[config.mk]
export PLATFORM = sky130hd
export DESIGN_NAME = mik_lane
export DESIGN_NICKNAME = d
export VERILOG_FILES = /design/src/hdl/mecanum_inverse_kinematics_degraded_assert.svh /design/src/hdl/mik_pkg.sv /design/src/hdl/mik_lane.sv
export SDC_FILE = /design/constraint.sdc
export NUM_CORES = 2
export LEC_CHECK = 0
export BUFFER_PORTS_ARGS = -buffer_cell sky130_fd_sc_hd__buf_4
export CAP_MARGIN = 25
export CORE_ASPECT_RATIO = 1.4
export CORE_MARGIN = 3
export CORE_UTILIZATION = 53
export DETAILED_ROUTE_END_ITERATION = 7
export HOLD_SLACK_MARGIN = 0.08
export PLACE_DENSITY_LB_ADDON = 0.15
export SETUP_SLACK_MARGIN = 0.15
export SLEW_MARGIN = 30
export SYNTH_ARGS = -nofsm -noshare
export SYNTH_HDL_FRONTEND = slang
export SYNTH_SLANG_ARGS = --single-unit
export TNS_END_PERCENT = 20
[constraint.sdc]
create_clock -name i_clk -period 15.93 [get_ports i_clk]
set_input_delay 0.7965 -clock i_clk [delete_from_list [all_inputs] [get_ports i_clk]]
set_output_delay 0.7965 -clock i_clk [all_outputs]
set_load 0.05 [all_outputs]
[src/hdl/mecanum_inverse_kinematics_degraded_assert.svh]
// assertion macros shared by the rtl
`ifndef MECANUM_INVERSE_KINEMATICS_DEGRADED_ASSERT_SVH
`define MECANUM_INVERSE_KINEMATICS_DEGRADED_ASSERT_SVH

`ifndef SYNTHESIS
`define MIK_ASSERT_NOW(label, ante, cons) \
    label: assert property (@(posedge i_clk) disable iff (!i_rst_n) (ante) |-> (cons)) \
        else $error("same-cycle check failed");
`define MIK_ASSERT_NEXT(label, ante, cons) \
    label: assert property (@(posedge i_clk) disable iff (!i_rst_n) (ante) |=> (cons)) \
        else $error("next-cycle check failed");
`else
`define MIK_ASSERT_NOW(label, ante, cons)
`define MIK_ASSERT_NEXT(label, ante, cons)
`endif

`endif

[src/hdl/mik_pkg.sv]
package mik_pkg;

    localparam int VEL_W   = 16;
    localparam int SPEED_W = 16;
    localparam int CFG_W   = 16;
    localparam int ROT_W   = 32;
    localparam int SUM_W   = 34;
    localparam int PROD_W  = 50;
    localparam int FRAC_SH = 24;

    localparam logic [2:0] MODE_NONE = 3'd0;
    localparam logic [2:0] MODE_LF   = 3'd1;
    localparam logic [2:0] MODE_LB   = 3'd2;
    localparam logic [2:0] MODE_RF   = 3'd3;
    localparam logic [2:0] MODE_RB   = 3'd4;

    localparam logic [1:0] WHEEL_LF = 2'd0;
    localparam logic [1:0] WHEEL_LB = 2'd1;
    localparam logic [1:0] WHEEL_RF = 2'd2;
    localparam logic [1:0] WHEEL_RB = 2'd3;

    localparam logic CFG_ARM_LENGTH_SUM = 1'b0;
    localparam logic CFG_INVERSE_RADIUS = 1'b1;

    localparam logic [CFG_W-1:0] ARM_LENGTH_SUM_RST = 16'd26214;
    localparam logic [CFG_W-1:0] INVERSE_RADIUS_RST = 16'd3369;

    typedef struct packed {
        logic x_en;
        logic x_neg;
        logic y_en;
        logic y_neg;
        logic r_en;
    } t_mix;

    localparam t_mix MIX_ZERO = '{x_en: 1'b0, x_neg: 1'b0, y_en: 1'b0, y_neg: 1'b0, r_en: 1'b0};
    localparam t_mix MIX_PX   = '{x_en: 1'b1, x_neg: 1'b0, y_en: 1'b0, y_neg: 1'b0, r_en: 1'b0};
    localparam t_mix MIX_NX   = '{x_en: 1'b1, x_neg: 1'b1, y_en: 1'b0, y_neg: 1'b0, r_en: 1'b0};
    localparam t_mix MIX_PY   = '{x_en: 1'b0, x_neg: 1'b0, y_en: 1'b1, y_neg: 1'b0, r_en: 1'b0};
    localparam t_mix MIX_NY   = '{x_en: 1'b0, x_neg: 1'b0, y_en: 1'b1, y_neg: 1'b1, r_en: 1'b0};
    localparam t_mix MIX_R    = '{x_en: 1'b0, x_neg: 1'b0, y_en: 1'b0, y_neg: 1'b0, r_en: 1'b1};

    typedef struct packed {
        logic s2;
        logic s3;
        logic s4;
    } t_stage_en;

endpackage

[src/hdl/mik_lane.sv]
module mik_lane (
    input  logic                                i_clk,
    input  mik_pkg::t_stage_en                  i_en,
    input  mik_pkg::t_mix                       i_mix,
    input  logic signed [mik_pkg::VEL_W-1:0]    i_vel_x,
    input  logic signed [mik_pkg::VEL_W-1:0]    i_vel_y,
    input  logic signed [mik_pkg::ROT_W-1:0]    i_rot,
    input  logic        [mik_pkg::CFG_W-1:0]    i_inverse_radius,
    output logic signed [mik_pkg::SPEED_W-1:0]  o_speed
);
    import mik_pkg::*;

    logic signed [SUM_W-1:0]      w_x;
    logic signed [SUM_W-1:0]      w_y;
    logic signed [SUM_W-1:0]      w_r;
    logic signed [SUM_W-1:0]      w_tx;
    logic signed [SUM_W-1:0]      w_ty;
    logic signed [SUM_W-1:0]      w_tr;
    logic signed [SUM_W-1:0]      n_sum;
    logic signed [SUM_W-1:0]      r_sum;
    logic signed [PROD_W:0]       w_prod;
    logic signed [PROD_W-1:0]     r_prod;
    logic signed [PROD_W-1:0]     w_rnd;
    logic signed [PROD_W-FRAC_SH-1:0] w_q;
    logic signed [SPEED_W-1:0]    n_speed;
    logic signed [SPEED_W-1:0]    r_speed;

    // stage 2: signed mix of the translation and rotation terms
    always_comb begin
        w_x  = {{(SUM_W-VEL_W-16){i_vel_x[VEL_W-1]}}, i_vel_x, 16'b0};
        w_y  = {{(SUM_W-VEL_W-16){i_vel_y[VEL_W-1]}}, i_vel_y, 16'b0};
        w_r  = {{(SUM_W-ROT_W){i_rot[ROT_W-1]}}, i_rot};
        w_tx = i_mix.x_en ? (i_mix.x_neg ? -w_x : w_x) : '0;
        w_ty = i_mix.y_en ? (i_mix.y_neg ? -w_y : w_y) : '0;
        w_tr = i_mix.r_en ? w_r : '0;
        n_sum = w_tx + w_ty + w_tr;
    end

    // stage 3: scale by inverse radius
    assign w_prod = r_sum * $signed({1'b0, i_inverse_radius});

    // stage 4: round half up and saturate
    always_comb begin
        w_rnd = r_prod + $signed({{(PROD_W-FRAC_SH){1'b0}}, 1'b1, {(FRAC_SH-1){1'b0}}});
        w_q   = w_rnd[PROD_W-1:FRAC_SH];
        if (w_q[PROD_W-FRAC_SH-1:SPEED_W-1] == '0 ||
            w_q[PROD_W-FRAC_SH-1:SPEED_W-1] == '1) begin
            n_speed = w_q[SPEED_W-1:0];
        end else if (w_q[PROD_W-FRAC_SH-1]) begin
            n_speed = {1'b1, {(SPEED_W-1){1'b0}}};
        end else begin
            n_speed = {1'b0, {(SPEED_W-1){1'b1}}};
        end
    end

    always_ff @(posedge i_clk) begin
        if (i_en.s2) begin
            r_sum <= n_sum;
        end
        if (i_en.s3) begin
            r_prod <= w_prod[PROD_W-1:0];
        end
        if (i_en.s4) begin
            r_speed <= n_speed;
        end
    end

    assign o_speed = r_speed;

endmodule

-- Word-level counts from Yosys, hierarchy flattened
Index checks and enable logic that the tools add are counted.
- bits in registers: 100
- input bits: 89
- word-level logic and storage cells: 19
- output and inout port bits: 16
- muxes and demuxes: 7
- $add $sub $neg: 5
- equal/unequal tests: 1
- multipliers: 1
- reductions and logical operators: 2
- operator list (kind ; count):
    34-bit two-way mux ; 5
    34-bit adder ; 2
    34-bit negator ; 2
    50-bit by 25-bit adder with 50-bit output (second input constant) ; 1
    34-bit by 17-bit multiplier with 50-bit output ; 1
    16-bit two-way mux ; 2
    11-bit == test (second input constant) ; 1
    11-bit logical NOT ; 1
    1-bit logical OR ; 1

-- Depth between registers and ports, before layout
- word-level depth: 5
- mapped depth: 24
- gate-level depth less buffers: 23

-- Worst setup path before layout
No wires, ideal clock.
- path type: input -> register
- from: in i_inverse_radius[8] in the netlist's numbering
- to: reg r_prod[45], data pin
- setup slack: 9.001 ns
- setup time: 0.265 ns
- path buffers: 2
- stages: 22
- data arrival time: 6.664 ns
- required time: 15.665 ns
- cells stage by stage: clkbuf_1 clkbuf_1 nand2_1 fa_1 inv_1 fa_1 fa_1 fa_1 fa_1 inv_1 fa_1 inv_1 ha_1 a211oi_1 o21ai_1 a221o_1 nand4b_1 and3_1 a22o_1 a21oi_1 o21ai_0 xor2_1
- longest elaborated chain between the ends: 1
- ends and longest elaborated chain (element ; line ; source):
    start: declaration ; mik_lane.sv:8 ; input logic [mik_pkg::CFG_W-1:0] i_inverse_radius,
    34-bit by 17-bit multiplier with 50-bit output ; mik_lane.sv:40 ; assign w_prod = r_sum * $signed({1'b0, i_inverse_radius});
    named net w_prod[45] ; mik_lane.sv:21 ; logic signed [PROD_W:0] w_prod;
    end signal: assignment ; mik_lane.sv:61 ; r_prod <= w_prod[PROD_W-1:0];
    end: declaration ; mik_lane.sv:22 ; logic signed [PROD_W-1:0] r_prod;
The timed path passes the listed nets, and every way through them passes these cells.
A chain may end at the register's enable or synchronous reset.

-- Worst setup path in the final report
- from: reg r_sum[5]
- to: reg r_prod[45], data pin
- longest elaborated chain between the ends: 1
- ends and longest elaborated chain (element ; line ; source):
    start: declaration ; mik_lane.sv:20 ; logic signed [SUM_W-1:0] r_sum;
    start signal: assignment ; mik_lane.sv:58 ; r_sum <= n_sum;
    34-bit by 17-bit multiplier with 50-bit output ; mik_lane.sv:40 ;
    named net w_prod[45] ; mik_lane.sv:21 ;
The timed path passes the listed nets, and every way through them passes these cells.

==> impl_metrics.env <==
export IMPL_post_synth_cell_area_avg_sq_um=9.19
export IMPL_setup_worst_path_end_class="flop"
export IMPL_drt_pass1_iter_count=5
export IMPL_count_of_max_cap_constraint_violations=0
export IMPL_remaining_drc_errors=0
export IMPL_num_antenna_cells=0
export IMPL_synth_top_family_by_area="adder cells"
export IMPL_setup_worst_path_start_class="flop"
export IMPL_timing_hold_worst_path_depth=1
export IMPL_layout_cells_most_common="sky130_fd_sc_hd__inv_1"
export IMPL_initial_util_pct=54.3
export IMPL_clock_sinks=77
export IMPL_hpwl_mm=45.4
export IMPL_io_pin_count=105
export IMPL_std_cell_rows=89
export IMPL_postRouteWirelength_mm=57.1
export IMPL_ys_flop_type="sky130_fd_sc_hd__edfxtp_1"
export IMPL_setup_viol_count_final=0
export IMPL_async_flop_share_pct=0
export IMPL_final_hold_worst_slack_ns=0.665
export IMPL_finalWorstPathRequiredPeriod_ns=7.70
export IMPL_fp_dieW_um=182
export IMPL_post_synth_xor_xnor_area_pct=3.64
export IMPL_design_core_area_sq_mm=0.0425
export IMPL_timing_setup_tns_ns=0
export IMPL_timing_worst_slew_pin_value_ns=0.912
export IMPL_reg2reg_from="r_sum[5]"
export IMPL_cts_clk_slew_worst_paths_ns=0.06
export IMPL_final_worst_path_cycle_share_pct=48.3
export IMPL_final_max_slew_violation_count=0
export IMPL_worst_hold_path_type="flop to flop"
export IMPL_synth_compound_area_share_pct=4.68
export IMPL_critical_path_arrival_ns=7.81
export IMPL_cts_tree="built"
export IMPL_number_of_antenna_violations_at_the_first_check_in_global_routing=0
export IMPL_cp_max_fo=16
export IMPL_syn2layout_area_growth_pct=6.09
export IMPL_number_of_unique_standard_cell_types_used_by_synthesis=68
export IMPL_synth_enable_flop_cells=77
export IMPL_whs_endpoint="o_speed[15]"
export IMPL_classification_of_the_worst_setup_path="flop to flop"
export IMPL_cts_resized=0
export IMPL_detail_route_vias_per_cell=5.43
export IMPL_grt_pass1_wl_mm=96.6
export IMPL_synth_warnings=0
export IMPL_cp_common_cell="sky130_fd_sc_hd__fa_1"
export IMPL_synth_cell_area_sq_mm=0.0231
export IMPL_worst_path_required_ns=16.04
export IMPL_placed_cells=3067
export IMPL_r2r_end="r_prod[45]"
export IMPL_post_route_cells_drive_above_1_share_pct=5.72
export IMPL_synth_net_count=3263
export IMPL_layout_filler_cells=3881
export IMPL_reg2reg_depth=21
export IMPL_htree_levels=3
export IMPL_post_layout_nonfiller_instances=3083
export IMPL_antenna_left=0
export IMPL_synth_adder_area_share_pct=53.1
export IMPL_synth_sequential_area_ratio_pct=10.0
export IMPL_detail_route_wl_per_cell_um=18.5
export IMPL_muxShareOfSynthArea_pct=0.0434
export IMPL_timing_hold_violations_final=0
export IMPL_most_common_layout_cells="sky130_fd_sc_hd__inv_1 (633), sky130_fd_sc_hd__fa_1 (528), sky130_fd_sc_hd__nand2_1 (428)"
export IMPL_slew_limit_headroom_pct=38.8
export IMPL_grt_setup_unrepaired="false"
export IMPL_post_cts_setup_buffers=0
export IMPL_grt_use_total_pct=26.7
export IMPL_multi_input_area_sq_mm=0.0180
export IMPL_clk_path_buf_depth=2
export IMPL_cts_hold_buf=0
export IMPL_synth_cells=2511
export IMPL_crit_path_max_cell_delay_ns=0.80
export IMPL_chipHeight_um=253
export IMPL_finish_net_count=3284
export IMPL_cts_buffers=9
export IMPL_post_synth_and_or_nand_nor_area_fraction_pct=16.6
export IMPL_fmax_mhz=130
export IMPL_globalRoute_totalOverflow=0
export IMPL_synth_ff_latch_count=77
export IMPL_die_area_sq_mm=0.0461
export IMPL_layout_area_seq_sq_mm=0.00231
export IMPL_crit_chain="and2_1, fa_1, inv_1, fa_1, fa_1, fa_1, inv_1, fa_1, inv_1, fa_1, inv_1, ha_1, a211oi_1, o21ai_1, a311oi_1, nand4b_1, and3_1, a22o_1, a21oi_1, o21ai_0, xor2_1"
export IMPL_clk_insertion_delay_late_ns=0.36
export IMPL_status="completed"
export IMPL_reg2reg_setup_slack_ns=8.23
export IMPL_drt_iter0_markers=836
export IMPL_cts_root_buf="sky130_fd_sc_hd__clkbuf_16"
export IMPL_route_vias_total=16700
export IMPL_portBuffers=104
export IMPL_largest_net_degree_at_the_start_of_global_routing=35
export IMPL_first_global_vias=19200
export IMPL_place_congestion=0.898
export IMPL_hold_start="r_prod[49]"
export IMPL_crit_path_top_delay_cell="sky130_fd_sc_hd__a311oi_1"
export IMPL_fin_worst_skew_ns=0.00892
-- logic make-up after synthesis --
family,Yosys count
simple gates,785
fa+ha+maj,663
compound gates,159
buf+inv,730
xor+xnor,96
flops,77
mux,1
-- through the flow --
stage / util [%] / worst slack, ns / area (sq um)
3_3_place_gp: 56.9 / 8.21 / 24200
2_1_floorplan: - / 9.00 / 23100
3_5_place_dp: 56.9 / 8.13 / 24200
4_1_cts: 57.6 / 8.35 / 24500
5_1_grt: 57.6 / 8.07 / 24500
6_report: 57.6 / 8.23 / 24500
-- per-layer routing --
| layer | part of all wire [%] | wire (um) | GRT usage (%) | vias to the layer above |
|---|---|---|---|---|
| li1 | - | - | - | 7447 |
| met1 | 34 | 19100 | 27.9 | 8618 |
| met2 | 56 | 31700 | 51.4 | 459 |
| met3 | 3.5 | 2020 | 2.21 | 216 |
| met4 | 7.4 | 4220 | 16.6 | 0 |
| met5 | 0 | 0 | 0 | - |
-- sequential cells by signal, indices dropped and copies added, names as in the netlist --
name and count:
r_sum 34, r_prod 27, o_speed 16
-- critical path, delay by kind of cell, from the launching register on --
| family | cells | cell delay (ns) |
|---|---|---|
| AO/OA/AOI/OAI | 6 | 2.00 |
| XOR/XNOR | 1 | 0.16 |
| adder cells (fa/ha/maj) | 7 | 3.39 |
| buffers and inverters | 4 | 0.21 |
| flip-flops | 1 | 0.73 |
| AND/OR/NAND/NOR | 3 | 0.97 |
-- how the worst max path moves through the flow --
stage / cells after the start / start / slack [ns] / to
5_1_grt: 21 / r_sum[5] / 8.07 / r_prod[45]
2_1_floorplan: 22 / i_inverse_radius[8] / 9.00 / r_prod[45]
4_1_cts: 21 / r_sum[5] / 8.35 / r_prod[45]
6_report: 21 / r_sum[5] / 8.23 / r_prod[45]
3_3_place_gp: 22 / i_inverse_radius[7] / 8.21 / r_prod[45]
3_5_place_dp: 21 / i_inverse_radius[4] / 8.13 / r_prod[45]
-- cell usage after synthesis (12+ instances only) --
library cell / instances / area (sq um)
sky130_fd_sc_hd__ha_1: 135 / 1690
sky130_fd_sc_hd__inv_1: 633 / 2380
sky130_fd_sc_hd__nor2_1: 25 / 93.8
sky130_fd_sc_hd__clkbuf_1: 94 / 353
sky130_fd_sc_hd__or3_1: 12 / 75.1
sky130_fd_sc_hd__nand3_1: 24 / 120
sky130_fd_sc_hd__o21ai_0: 47 / 235
sky130_fd_sc_hd__xnor2_1: 70 / 613
sky130_fd_sc_hd__fa_1: 528 / 10600
sky130_fd_sc_hd__a21o_1: 14 / 105
sky130_fd_sc_hd__a21oi_1: 33 / 165
sky130_fd_sc_hd__and2_1: 215 / 1350
sky130_fd_sc_hd__nand2_1: 428 / 1610
sky130_fd_sc_hd__edfxtp_1: 77 / 2310
sky130_fd_sc_hd__xor2_1: 26 / 228
sky130_fd_sc_hd__and3_1: 13 / 81.3
sky130_fd_sc_hd__nor3_1: 16 / 80.1
-- cell type report --
type | instances | share of cell area (%)
Multi-Input combinational cell | 1704 | 73.6
Inverter | 633 | 9.70
Tap cell | 546 | 2.79
Clock buffer | 9 | 0.920
Sequential cell | 77 | 9.44
Timing Repair Buffer | 107 | 3.28
Clock inverter | 7 | 0.301
Power is left out: the tool's default activity adds up to more than one toggle a clock period on the data nets, which glitch-free logic cannot reach.
